`config.mk`:
```
export PLATFORM = sky130hd
export DESIGN_NAME = sparse_column_window_neighbours_flat
export DESIGN_NICKNAME = d
export VERILOG_FILES = /design/src/hdl/scw_pkg.sv /design/src/hdl/scw_cfg_if.sv /design/src/hdl/scw_in_if.sv /design/src/hdl/scw_out_if.sv /design/src/hdl/sparse_column_window_neighbours.sv /design/src/hdl/scw_ram.sv /design/src/hdl/scw_entry_eval.sv /design/src/flat_wrapper.sv
export VERILOG_INCLUDE_DIRS = /design/src /design/src/hdl
export SDC_FILE = /design/constraint.sdc
export NUM_CORES = 2
export LEC_CHECK = 0
export BUFFER_PORTS_ARGS = -buffer_cell sky130_fd_sc_hd__buf_2
export CORE_UTILIZATION = 32
export DETAILED_ROUTE_END_ITERATION = 10
export PLACE_DENSITY = 0.43
export SLEW_MARGIN = 20
export SYNTH_ARGS = -nofsm -noshare
export SYNTH_HDL_FRONTEND = slang
export SYNTH_HIERARCHICAL = 1
export SYNTH_SLANG_ARGS = --single-unit
```
`constraint.sdc`:
```
create_clock -name i_clk -period 9.6 [get_ports i_clk]
set_input_delay 1.44 -clock i_clk [delete_from_list [all_inputs] [get_ports i_clk]]
set_output_delay 1.44 -clock i_clk [all_outputs]
set_load 0.05 [all_outputs]
```
`src/hdl/sparse_column_window_neighbours_assert.svh`:
```
// ----------------------------------------------------------------------------
// Sparse column window neighbours: assertion macros
// Shared property wrappers for the checks at the end of the top level.
// ----------------------------------------------------------------------------
`ifndef SPARSE_COLUMN_WINDOW_NEIGHBOURS_ASSERT_SVH
`define SPARSE_COLUMN_WINDOW_NEIGHBOURS_ASSERT_SVH

// Invariant that holds on every clock edge out of reset
`define SCW_CHECK(label, clk, rst_n, cond, msg) \
    label: assert property (@(posedge clk) disable iff (!rst_n) (cond)) \
        else $error(msg);

// Same-cycle implication
`define SCW_IMPLY(label, clk, rst_n, ante, cons, msg) \
    label: assert property (@(posedge clk) disable iff (!rst_n) (ante) |-> (cons)) \
        else $error(msg);

// Next-cycle implication
`define SCW_NEXT(label, clk, rst_n, ante, cons, msg) \
    label: assert property (@(posedge clk) disable iff (!rst_n) (ante) |=> (cons)) \
        else $error(msg);

`endif

```
`src/hdl/scw_pkg.sv`:
```
// ----------------------------------------------------------------------------
// Sparse column window neighbours: package
// Shared constants, state codes, evaluation record and count helper.
// ----------------------------------------------------------------------------
package scw_pkg;

    localparam int unsigned WINDOW_DEPTH = 64;
    localparam int unsigned ROW_BITS     = 31;
    localparam int unsigned MAX_RESULTS  = 64;
    localparam int unsigned COUNT_W      = 7;
    localparam int unsigned DIST_W       = 6;

    localparam logic [COUNT_W-1:0] COUNT_MAX  = 7'd126;
    localparam logic [DIST_W-1:0]  DIST_RESET = 6'd1;

    // Sequencer states, one-hot
    typedef enum logic [3:0] {
        S_IDLE  = 4'b0001,
        S_SCAN  = 4'b0010,
        S_FINAL = 4'b0100,
        S_FLUSH = 4'b1000
    } t_state;

    // Result of comparing one pending entry against the incoming row
    typedef struct packed {
        logic               hit;
        logic               reach_past;
        logic [COUNT_W-1:0] count;
    } t_eval;

    // Saturating increment of a neighbour count
    function automatic logic [COUNT_W-1:0] sat_inc(input logic [COUNT_W-1:0] c);
        return (c < COUNT_MAX) ? c + 1'b1 : COUNT_MAX;
    endfunction

endpackage

```
`src/hdl/scw_cfg_if.sv`:
```
// ----------------------------------------------------------------------------
// Sparse column window neighbours: configuration channel
// Write channel carrying the window distance register.
// ----------------------------------------------------------------------------
interface scw_cfg_if;
    logic                        valid;
    logic                        ready;
    logic [scw_pkg::DIST_W-1:0]  data;

    modport source (output valid, data, input ready);
    modport sink   (input valid, data, output ready);
endinterface

```
`src/hdl/scw_in_if.sv`:
```
// ----------------------------------------------------------------------------
// Sparse column window neighbours: input channel
// One nonzero per transaction: row index and end-of-column flag.
// ----------------------------------------------------------------------------
interface scw_in_if #(
    parameter int unsigned ROW_BITS = scw_pkg::ROW_BITS
);
    logic                valid;
    logic                ready;
    logic [ROW_BITS-1:0] row_index;
    logic                column_end;

    modport source (output valid, row_index, column_end, input ready);
    modport sink   (input valid, row_index, column_end, output ready);
endinterface

```
`src/hdl/scw_out_if.sv`:
```
// ----------------------------------------------------------------------------
// Sparse column window neighbours: result channel
// One finished nonzero per transaction with its neighbour count.
// ----------------------------------------------------------------------------
interface scw_out_if #(
    parameter int unsigned ROW_BITS = scw_pkg::ROW_BITS
);
    logic                         valid;
    logic                         ready;
    logic [ROW_BITS-1:0]          entry_row;
    logic [scw_pkg::COUNT_W-1:0]  neighbour_count;
    logic                         run_last;

    modport source (output valid, entry_row, neighbour_count, run_last, input ready);
    modport sink   (input valid, entry_row, neighbour_count, run_last, output ready);
endinterface

```
`src/hdl/sparse_column_window_neighbours.sv`:
```
// ----------------------------------------------------------------------------
// Sparse column window neighbours: top level
// Counts same-column neighbours of each nonzero within a row window and
// retires finished entries oldest first.
// ----------------------------------------------------------------------------
// Pending nonzeros live in a circular buffer held in one single-port-read RAM
// (row and count per word, at most min(WINDOW_DEPTH, 64) - 1 entries). Each
// input transaction walks every pending entry once through the RAM read port,
// bumps counts, retires the leading entries that the new row has passed (the
// oldest also when the buffer is full, all at column end) and appends the
// new row. An item goes through accept, a walk of each pending entry, placing
// the new entry and closing the run; result stalls can hold the walk, the
// placing and the close. The last result of an item carries run_last. No
// item is taken while one is in progress. Reset needs no clearing pass.
// ----------------------------------------------------------------------------
`include "sparse_column_window_neighbours_assert.svh"

module sparse_column_window_neighbours #(
    parameter int unsigned WINDOW_DEPTH = scw_pkg::WINDOW_DEPTH,
    parameter int unsigned ROW_BITS     = scw_pkg::ROW_BITS
) (
    input  logic             i_clk,
    input  logic             i_rst_n,
    scw_cfg_if.sink          i_cfg,
    scw_in_if.sink           i_item,
    scw_out_if.source        o_result
);

    localparam int unsigned AW    = $clog2(WINDOW_DEPTH);
    localparam int unsigned CAP   = ((WINDOW_DEPTH < scw_pkg::MAX_RESULTS) ?
                                     WINDOW_DEPTH : scw_pkg::MAX_RESULTS) - 1;
    localparam int unsigned FW    = $clog2(CAP + 1);
    localparam int unsigned CW    = scw_pkg::COUNT_W;
    localparam int unsigned MEM_W = ROW_BITS + CW;

    // Circular pointer advance
    function automatic logic [AW-1:0] ptr_inc(input logic [AW-1:0] p);
        return (p == AW'(WINDOW_DEPTH - 1)) ? '0 : p + 1'b1;
    endfunction

    scw_pkg::t_state r_state, n_state;

    logic [scw_pkg::DIST_W-1:0] r_distance;
    logic [ROW_BITS-1:0]        r_row, n_row;
    logic                       r_end, n_end;
    logic [CW-1:0]              r_own, n_own;
    logic                       r_prefix, n_prefix;
    logic                       r_first, n_first;
    logic [AW-1:0]              r_head, n_head;
    logic [FW-1:0]              r_fill, n_fill;
    logic [AW-1:0]              r_rd_addr, n_rd_addr;
    logic [AW-1:0]              r_wb_addr, n_wb_addr;
    logic [FW-1:0]              r_proc_left, n_proc_left;

    logic                       r_cand_valid, n_cand_valid;
    logic [ROW_BITS-1:0]        r_cand_row, n_cand_row;
    logic [CW-1:0]              r_cand_count, n_cand_count;

    logic                       r_out_valid, n_out_valid;
    logic [ROW_BITS-1:0]        r_out_row, n_out_row;
    logic [CW-1:0]              r_out_count, n_out_count;
    logic                       r_out_last, n_out_last;

    logic                       accept;
    logic                       out_free;
    logic                       forced;
    logic                       scan_emit;
    logic                       new_emit;
    logic                       want_emit;
    logic                       blocked;
    logic                       scan_go;
    logic                       final_go;
    logic                       flush_go;
    logic                       push_cand;

    logic                       ram_wr_en;
    logic [AW-1:0]              ram_wr_addr;
    logic [MEM_W-1:0]           ram_wr_data;
    logic                       ram_rd_en;
    logic [AW-1:0]              ram_rd_addr;
    logic [MEM_W-1:0]           ram_rd_data;
    logic [ROW_BITS-1:0]        q_row;
    logic [CW-1:0]              q_count;
    scw_pkg::t_eval             ev;

    // Pending entry store
    scw_ram #(
        .WIDTH (MEM_W),
        .DEPTH (WINDOW_DEPTH)
    ) u_ram (
        .i_clk     (i_clk),
        .i_wr_en   (ram_wr_en),
        .i_wr_addr (ram_wr_addr),
        .i_wr_data (ram_wr_data),
        .i_rd_en   (ram_rd_en),
        .i_rd_addr (ram_rd_addr),
        .o_rd_data (ram_rd_data)
    );

    assign q_row   = ram_rd_data[ROW_BITS-1:0];
    assign q_count = ram_rd_data[MEM_W-1:ROW_BITS];

    // Compare the entry under the read port with the current row
    scw_entry_eval #(
        .ROW_BITS (ROW_BITS)
    ) u_eval (
        .i_row         (r_row),
        .i_entry_row   (q_row),
        .i_entry_count (q_count),
        .i_distance    (r_distance),
        .o_eval        (ev)
    );

    // Handshakes
    assign i_cfg.ready  = 1'b1;
    assign i_item.ready = (r_state == scw_pkg::S_IDLE);
    assign accept       = i_item.valid && i_item.ready;

    assign o_result.valid           = r_out_valid;
    assign o_result.entry_row       = r_out_row;
    assign o_result.neighbour_count = r_out_count;
    assign o_result.run_last        = r_out_last;

    assign out_free = !r_out_valid || o_result.ready;

    // Retire decisions: the oldest entry leaves early when the buffer is full
    assign forced    = r_first && (r_fill == FW'(CAP));
    assign scan_emit = r_end || (r_prefix && ev.reach_past) || forced;
    assign new_emit  = r_end || (r_prefix && (r_distance == '0));
    assign want_emit = ((r_state == scw_pkg::S_SCAN) && scan_emit) ||
                       ((r_state == scw_pkg::S_FINAL) && new_emit);
    assign blocked   = want_emit && r_cand_valid && !out_free;

    assign scan_go  = (r_state == scw_pkg::S_SCAN) && !blocked;
    assign final_go = (r_state == scw_pkg::S_FINAL) && !blocked;
    assign flush_go = (r_state == scw_pkg::S_FLUSH) && (!r_cand_valid || out_free);

    assign push_cand = r_cand_valid &&
                       ((scan_go && scan_emit) || (final_go && new_emit) || flush_go);

    // RAM access: read ahead during the walk, write back kept entries
    assign ram_rd_en   = (accept && (r_fill != '0)) ||
                         (scan_go && (r_proc_left > FW'(1)));
    assign ram_rd_addr = accept ? r_head : r_rd_addr;
    assign ram_wr_en   = (scan_go && !scan_emit) || (final_go && !new_emit);
    assign ram_wr_addr = r_wb_addr;
    assign ram_wr_data = (r_state == scw_pkg::S_SCAN) ? {ev.count, q_row} : {r_own, r_row};

    // Next-state logic
    always_comb begin
        n_state      = r_state;
        n_row        = r_row;
        n_end        = r_end;
        n_own        = r_own;
        n_prefix     = r_prefix;
        n_first      = r_first;
        n_head       = r_head;
        n_fill       = r_fill;
        n_rd_addr    = r_rd_addr;
        n_wb_addr    = r_wb_addr;
        n_proc_left  = r_proc_left;
        n_cand_valid = r_cand_valid;
        n_cand_row   = r_cand_row;
        n_cand_count = r_cand_count;
        n_out_valid  = r_out_valid;
        n_out_row    = r_out_row;
        n_out_count  = r_out_count;
        n_out_last   = r_out_last;

        // Advance the output register
        if (push_cand) begin
            n_out_valid = 1'b1;
            n_out_row   = r_cand_row;
            n_out_count = r_cand_count;
            n_out_last  = (r_state == scw_pkg::S_FLUSH);
        end else if (o_result.ready) begin
            n_out_valid = 1'b0;
        end

        case (r_state)
            scw_pkg::S_IDLE: begin
                if (accept) begin
                    n_row       = i_item.row_index;
                    n_end       = i_item.column_end;
                    n_own       = '0;
                    n_prefix    = 1'b1;
                    n_first     = 1'b1;
                    n_wb_addr   = r_head;
                    n_rd_addr   = ptr_inc(r_head);
                    n_proc_left = r_fill;
                    n_state     = (r_fill == '0) ? scw_pkg::S_FINAL : scw_pkg::S_SCAN;
                end
            end
            scw_pkg::S_SCAN: begin
                if (scan_go) begin
                    n_own       = ev.hit ? scw_pkg::sat_inc(r_own) : r_own;
                    n_prefix    = r_prefix && ev.reach_past;
                    n_first     = 1'b0;
                    n_wb_addr   = ptr_inc(r_wb_addr);
                    n_proc_left = r_proc_left - 1'b1;
                    if (r_proc_left > FW'(1)) begin
                        n_rd_addr = ptr_inc(r_rd_addr);
                    end else begin
                        n_state = scw_pkg::S_FINAL;
                    end
                    // Retire this entry into the candidate slot
                    if (scan_emit) begin
                        n_head       = ptr_inc(r_head);
                        n_fill       = r_fill - 1'b1;
                        n_cand_valid = 1'b1;
                        n_cand_row   = q_row;
                        n_cand_count = ev.count;
                    end
                end
            end
            scw_pkg::S_FINAL: begin
                if (final_go) begin
                    if (new_emit) begin
                        n_cand_valid = 1'b1;
                        n_cand_row   = r_row;
                        n_cand_count = r_own;
                    end else begin
                        n_fill = r_fill + 1'b1;
                    end
                    n_state = scw_pkg::S_FLUSH;
                end
            end
            scw_pkg::S_FLUSH: begin
                if (flush_go) begin
                    n_cand_valid = 1'b0;
                    n_state      = scw_pkg::S_IDLE;
                end
            end
            default: begin
                n_state = scw_pkg::S_IDLE;
            end
        endcase
    end

    // Control registers
    always_ff @(posedge i_clk) begin
        if (!i_rst_n) begin
            r_state      <= scw_pkg::S_IDLE;
            r_distance   <= scw_pkg::DIST_RESET;
            r_head       <= '0;
            r_fill       <= '0;
            r_cand_valid <= 1'b0;
            r_out_valid  <= 1'b0;
        end else begin
            r_state      <= n_state;
            r_head       <= n_head;
            r_fill       <= n_fill;
            r_cand_valid <= n_cand_valid;
            r_out_valid  <= n_out_valid;
            if (i_cfg.valid && i_cfg.ready) begin
                r_distance <= i_cfg.data;
            end
        end
    end

    // Payload and walk registers
    always_ff @(posedge i_clk) begin
        r_row        <= n_row;
        r_end        <= n_end;
        r_own        <= n_own;
        r_prefix     <= n_prefix;
        r_first      <= n_first;
        r_rd_addr    <= n_rd_addr;
        r_wb_addr    <= n_wb_addr;
        r_proc_left  <= n_proc_left;
        r_cand_row   <= n_cand_row;
        r_cand_count <= n_cand_count;
        r_out_row    <= n_out_row;
        r_out_count  <= n_out_count;
        r_out_last   <= n_out_last;
    end

    // Checks
    `SCW_CHECK(a_fill_cap, i_clk, i_rst_n, r_fill <= FW'(CAP), "pending fill above capacity")
    `SCW_IMPLY(a_idle_no_cand, i_clk, i_rst_n, r_state == scw_pkg::S_IDLE, !r_cand_valid, "candidate left over in idle")
    `SCW_IMPLY(a_no_rw_clash, i_clk, i_rst_n, ram_wr_en && ram_rd_en, ram_wr_addr != ram_rd_addr, "read and write hit the same entry")
    `SCW_NEXT(a_flush_closes, i_clk, i_rst_n, flush_go && r_cand_valid, o_result.valid && o_result.run_last, "closing result not marked last")

endmodule

```
`src/hdl/scw_ram.sv`:
```
// ----------------------------------------------------------------------------
// Sparse column window neighbours: generic RAM
// One write port, one read port with enable and registered read data.
// ----------------------------------------------------------------------------
module scw_ram #(
    parameter int unsigned WIDTH = 8,
    parameter int unsigned DEPTH = 64
) (
    input  logic                     i_clk,
    input  logic                     i_wr_en,
    input  logic [$clog2(DEPTH)-1:0] i_wr_addr,
    input  logic [WIDTH-1:0]         i_wr_data,
    input  logic                     i_rd_en,
    input  logic [$clog2(DEPTH)-1:0] i_rd_addr,
    output logic [WIDTH-1:0]         o_rd_data
);

    logic [WIDTH-1:0] r_mem [DEPTH];
    logic [WIDTH-1:0] r_rd_data;

    // Write port
    always_ff @(posedge i_clk) begin
        if (i_wr_en) begin
            r_mem[i_wr_addr] <= i_wr_data;
        end
    end

    // Read port: hold data while not enabled
    always_ff @(posedge i_clk) begin
        if (i_rd_en) begin
            r_rd_data <= r_mem[i_rd_addr];
        end
    end

    assign o_rd_data = r_rd_data;

endmodule

```
`src/hdl/scw_entry_eval.sv`:
```
// ----------------------------------------------------------------------------
// Sparse column window neighbours: entry evaluation
// Compares one pending entry with the incoming row: window hit, whether the
// new row lies far enough past it to retire it, and its updated count.
// ----------------------------------------------------------------------------
module scw_entry_eval #(
    parameter int unsigned ROW_BITS = scw_pkg::ROW_BITS
) (
    input  logic [ROW_BITS-1:0]          i_row,
    input  logic [ROW_BITS-1:0]          i_entry_row,
    input  logic [scw_pkg::COUNT_W-1:0]  i_entry_count,
    input  logic [scw_pkg::DIST_W-1:0]   i_distance,
    output scw_pkg::t_eval               o_eval
);

    logic [ROW_BITS:0]   diff_up;
    logic [ROW_BITS:0]   diff_dn;
    logic                row_ge;
    logic [ROW_BITS-1:0] dist_abs;
    logic [ROW_BITS-1:0] dist_wide;

    // Distance in both directions
    assign diff_up   = {1'b0, i_row} - {1'b0, i_entry_row};
    assign diff_dn   = {1'b0, i_entry_row} - {1'b0, i_row};
    assign row_ge    = ~diff_up[ROW_BITS];
    assign dist_abs  = row_ge ? diff_up[ROW_BITS-1:0] : diff_dn[ROW_BITS-1:0];
    assign dist_wide = {{(ROW_BITS - scw_pkg::DIST_W){1'b0}}, i_distance};

    // Hit, retire test and updated count
    always_comb begin
        o_eval.hit        = (dist_abs <= dist_wide);
        o_eval.reach_past = row_ge && (diff_up[ROW_BITS-1:0] >= dist_wide);
        o_eval.count      = o_eval.hit ? scw_pkg::sat_inc(i_entry_count) : i_entry_count;
    end

endmodule

```
`src/flat_wrapper.sv`:
```
// flat-port wrapper written by rule: the top's interface ports become plain ports
module sparse_column_window_neighbours_flat 
#(
    parameter int unsigned WINDOW_DEPTH = scw_pkg::WINDOW_DEPTH,
    parameter int unsigned ROW_BITS     = scw_pkg::ROW_BITS
)
  (i_clk, i_rst_n, i_cfg_valid, i_cfg_data, i_cfg_ready, i_item_valid, i_item_row_index, i_item_column_end, i_item_ready, o_result_valid, o_result_entry_row, o_result_neighbour_count, o_result_run_last, o_result_ready);
  scw_cfg_if i_cfg_i ();
  scw_in_if #(.ROW_BITS(ROW_BITS)) i_item_i ();
  scw_out_if #(.ROW_BITS(ROW_BITS)) o_result_i ();
  input  logic i_clk;
  input  logic i_rst_n;
  input wire logic [$bits(i_cfg_i.valid)-1:0] i_cfg_valid;
  input wire logic [$bits(i_cfg_i.data)-1:0] i_cfg_data;
  output wire logic [$bits(i_cfg_i.ready)-1:0] i_cfg_ready;
  input wire logic [$bits(i_item_i.valid)-1:0] i_item_valid;
  input wire logic [$bits(i_item_i.row_index)-1:0] i_item_row_index;
  input wire logic [$bits(i_item_i.column_end)-1:0] i_item_column_end;
  output wire logic [$bits(i_item_i.ready)-1:0] i_item_ready;
  output wire logic [$bits(o_result_i.valid)-1:0] o_result_valid;
  output wire logic [$bits(o_result_i.entry_row)-1:0] o_result_entry_row;
  output wire logic [$bits(o_result_i.neighbour_count)-1:0] o_result_neighbour_count;
  output wire logic [$bits(o_result_i.run_last)-1:0] o_result_run_last;
  input wire logic [$bits(o_result_i.ready)-1:0] o_result_ready;
  assign i_cfg_i.valid = i_cfg_valid;
  assign i_cfg_i.data = i_cfg_data;
  assign i_cfg_ready = i_cfg_i.ready;
  assign i_item_i.valid = i_item_valid;
  assign i_item_i.row_index = i_item_row_index;
  assign i_item_i.column_end = i_item_column_end;
  assign i_item_ready = i_item_i.ready;
  assign o_result_valid = o_result_i.valid;
  assign o_result_entry_row = o_result_i.entry_row;
  assign o_result_neighbour_count = o_result_i.neighbour_count;
  assign o_result_run_last = o_result_i.run_last;
  assign o_result_i.ready = o_result_ready;
  sparse_column_window_neighbours #(.WINDOW_DEPTH(WINDOW_DEPTH), .ROW_BITS(ROW_BITS)) u_core (.i_clk(i_clk), .i_rst_n(i_rst_n), .i_cfg(i_cfg_i), .i_item(i_item_i), .o_result(o_result_i));
endmodule
```
==> impl_metrics.json <==
{
  "outcome": "completed",
  "fillerInstances": 29800,
  "antenna_found_initial": 33,
  "vias": 53700,
  "h-tree-depth": 5,
  "yosysTopAreaCell": "edfxtp_1",
  "dr.pass1.iters": 7,
  "ant_nets": 0,
  "hp-class": "register to register",
  "gp_congestion": 0.821,
  "fin_crit_ns": 7.71,
  "via_per_inst": 5.28,
  "crit_fanout": 26,
  "fin_cells": 10200,
  "syn_area_um2": 105000,
  "worst_skew_pair.late_latency_ns": 0.89,
  "avgSynthCellArea_um2": 19.8,
  "relSlewSlack": 0.205,
  "dp_hpwl_um": 198000,
  "p_per_area_nw_per_um2": 289,
  "setup_tns_ns": 0,
  "synth-edff-count": 2606,
  "routed_wl_um": 324000,
  "worst_pin_slew_ns": 1.19,
  "critPathLaunchType": "register",
  "dp.cells": 9627,
  "syn_to_final_growth_pct": 15.6,
  "grt_max_degree": 89,
  "core-area_um2": 325000,
  "synth_area_leaders": "edfxtp_1, mux4_2, nand2_1, a22oi_1, ha_1",
  "maxClockFrequency_mhz": 130,
  "period_share": 0.803,
  "cts_setup_buffers": 0,
  "wire_per_inst_um": 31.8,
  "drive_gt1_frac": 0.252,
  "io_buffers": 83,
  "die_y_um": 574,
  "criticalPathCategory": "register to register",
  "cts.sinks": 2630,
  "yosysWarnings": 6,
  "ios": 85,
  "detail_route.iter0.violations": 5414,
  "synth_top_flop_cell": "edfxtp_1",
  "pre_cts_ws_ns": 1.93,
  "path_clk_slew_ns": 0.05,
  "grt_pass1_wl_um": 448000,
  "nets": 5734,
  "cp_data_required_time_ns": 10.16,
  "cap_violations": 0,
  "cts-root-buf": "clkbuf_16",
  "grt_pass1_vias": 54400,
  "cp-end-kind": "register",
  "rsz0062_at_grt": "no",
  "cts_buffers": 299,
  "synthArstFlopShare": 0,
  "worst_ep_arrival_time_ns": 8.27,
  "slew_viol_final": 0,
  "ctsResizeCount": 0,
  "yosysUniqueCellTypes": 95,
  "yosysTopAreaCellShare": 0.747,
  "seq_area_frac_synth": 0.751,
  "tritoncts": "yes",
  "finalPower_mw": 35.0,
  "peakVddDrop_mv": 0.191,
  "syn-num-nets": 5428,
  "synth-seq-cells": 2630,
  "skew_ns": 0.0468,
  "cts_hold_buf": 0,
  "clockBufferDepth": 4,
  "grt.overflow.total": 0,
  "drc_errors": 0,
  "synthCells": 5298,
  "rows": 209,
  "die_w_um": 574,
  "setup_viol": 0,
  "grt_usage": 0.194,
  "start_util": 0.322,
  "setup_slack_ns": 1.89,
  "leakage_nw": 38.3,
  "fp.dieArea_um2": 330000,
  "finalHoldViolCount": 0
}
layout make-up:
class,count,area (um2),area share
Clock inverter,166,1440,0.0119
Sequential cell,2630,78700,0.650
Tap cell,4325,5410,0.0447
Inverter,93,349,0.00288
Multi-Input combinational cell,2302,25200,0.208
Clock buffer,368,7910,0.0653
Antenna cell,10,25.0,0.000207
Timing Repair Buffer,278,2130,0.0176
metal layers:
layer | vias to the layer above | GRT usage | wire length [um]
li1 | 22500 | - | -
met1 | 29300 | 0.277 | 145000
met2 | 1564 | 0.309 | 152000
met3 | 376 | 0.0274 | 17700
met4 | 4 | 0.0529 | 8930
met5 | - | 0 | 23
per-stage QoR:
stage / hold WS [ns] / util / cell area [um2]
detailed placement: 0.405 / 0.344 / 112000
finish: 0.417 / 0.373 / 121000
global placement: 0.403 / 0.343 / 112000
global route: 0.423 / 0.373 / 121000
CTS: 0.417 / 0.373 / 121000
floorplan: 0.400 / - / 105000
Yosys cell counts, types with 28 or more instances:
cell and instances:
buf_2 75, o22ai_1 105, nand3_1 38, mux2_2 31, ha_1 84, nor2_1 181
buf_1 28, inv_1 90, clkbuf_1 124, o21ai_0 66, o221ai_1 38, a22oi_1 140
a21oi_1 173, mux2i_1 83, xnor2_1 35, mux4_2 608, nand4_1 29, nand2_1 397
edfxtp_1 2606
report_power, final:
group	switching (mW)	total (mW)	leakage, nW	internal, mW
logic	6.85	10.2	10.1	3.35
registers	0.127	13.7	23.7	13.6
clock network	4.67	11.0	4.54	6.36
total	11.6	35.0	38.3	23.3
placed cells by master, fill, tap and decap left out, types with 12 or more instances in the layout:
cell,netlist,layout
nor2b_1,19,17
clkinv_2,0,43
o221ai_1,38,38
nand2b_1,16,14
dfxtp_1,24,24
clkinvlp_4,0,12
nor3_1,21,19
xnor2_1,35,35
mux2_2,31,30
a21oi_1,173,173
clkinv_1,1,75
a22oi_1,140,140
o22ai_1,105,104
nand2_1,397,359
ha_1,84,84
buf_2,75,83
nand2_2,1,16
nand4_1,29,29
edfxtp_1,2606,2606
nor2_1,181,118
o21a_1,12,12
nor2_4,1,64
nand3_1,38,38
mux4_2,608,608
clkbuf_16,0,307
bufinv_16,0,18
buf_4,24,177
inv_1,90,90
o21ai_0,66,60
xor2_1,26,26
or3_1,12,12
buf_12,0,15
a21o_1,17,17
clkbuf_1,124,61
mux2i_1,83,83
nand2_4,0,23
sequential cells by signal (all words and copies together) (netlist names), 7 cells and up:
| signal | cells |
|---|---|
| u_core/u_ram/r_mem | 2432 |
| u_core/r_row | 31 |
| u_core/u_ram/o_rd_data | 38 |
| u_core/o_result.neighbour_count | 7 |
| u_core/r_own | 7 |
| u_core/r_cand_count | 7 |
| u_core/o_result.entry_row | 31 |
| u_core/r_cand_row | 31 |
critical path: stages, from the launching register on:
cell,delay (ns)
edfxtp_1,0.44
ha_1,0.61
nand4_1,0.32
a2111oi_2,0.46
a211o_1,0.25
a21oi_1,0.17
nand2b_1,0.19
and3_1,0.18
nor4_1,0.48
nand3_1,0.23
a211oi_1,0.33
a21oi_1,0.15
a21oi_1,0.36
o21ai_2,0.22
o21ai_0,0.36
buf_4,0.29
nor2b_1,0.27
nand2_1,0.57
nor2_4,1.05
buf_4,0.39
final timing paths:
kind                                   startpoint  slack, ns                                      end  cells past startpoint
max          u_core/u_ram/o_rd_data[11]$_DFFE_PP_       1.89     u_core/u_ram/r_mem[32][28]$_DFFE_PP_                     19
min               u_core/r_cand_row[12]$_DFFE_PP_       0.42  u_core/o_result.entry_row[12]$_DFFE_PP_                      0
max reg2reg  u_core/u_ram/o_rd_data[11]$_DFFE_PP_       1.89     u_core/u_ram/r_mem[32][28]$_DFFE_PP_                     19
min reg2reg       u_core/r_cand_row[12]$_DFFE_PP_       0.42  u_core/o_result.entry_row[12]$_DFFE_PP_                      0
cell families after synthesis:
family,count (synthesis),share of synthesized area
compound gates,644,0.0409
flops,2630,0.751
fa+ha+maj,87,0.0106
simple gates,781,0.0332
xor+xnor,61,0.00510
other cells,1,0.0000358
buf+inv,366,0.0164
mux,728,0.143
Power figures use the tool's default switching activity.
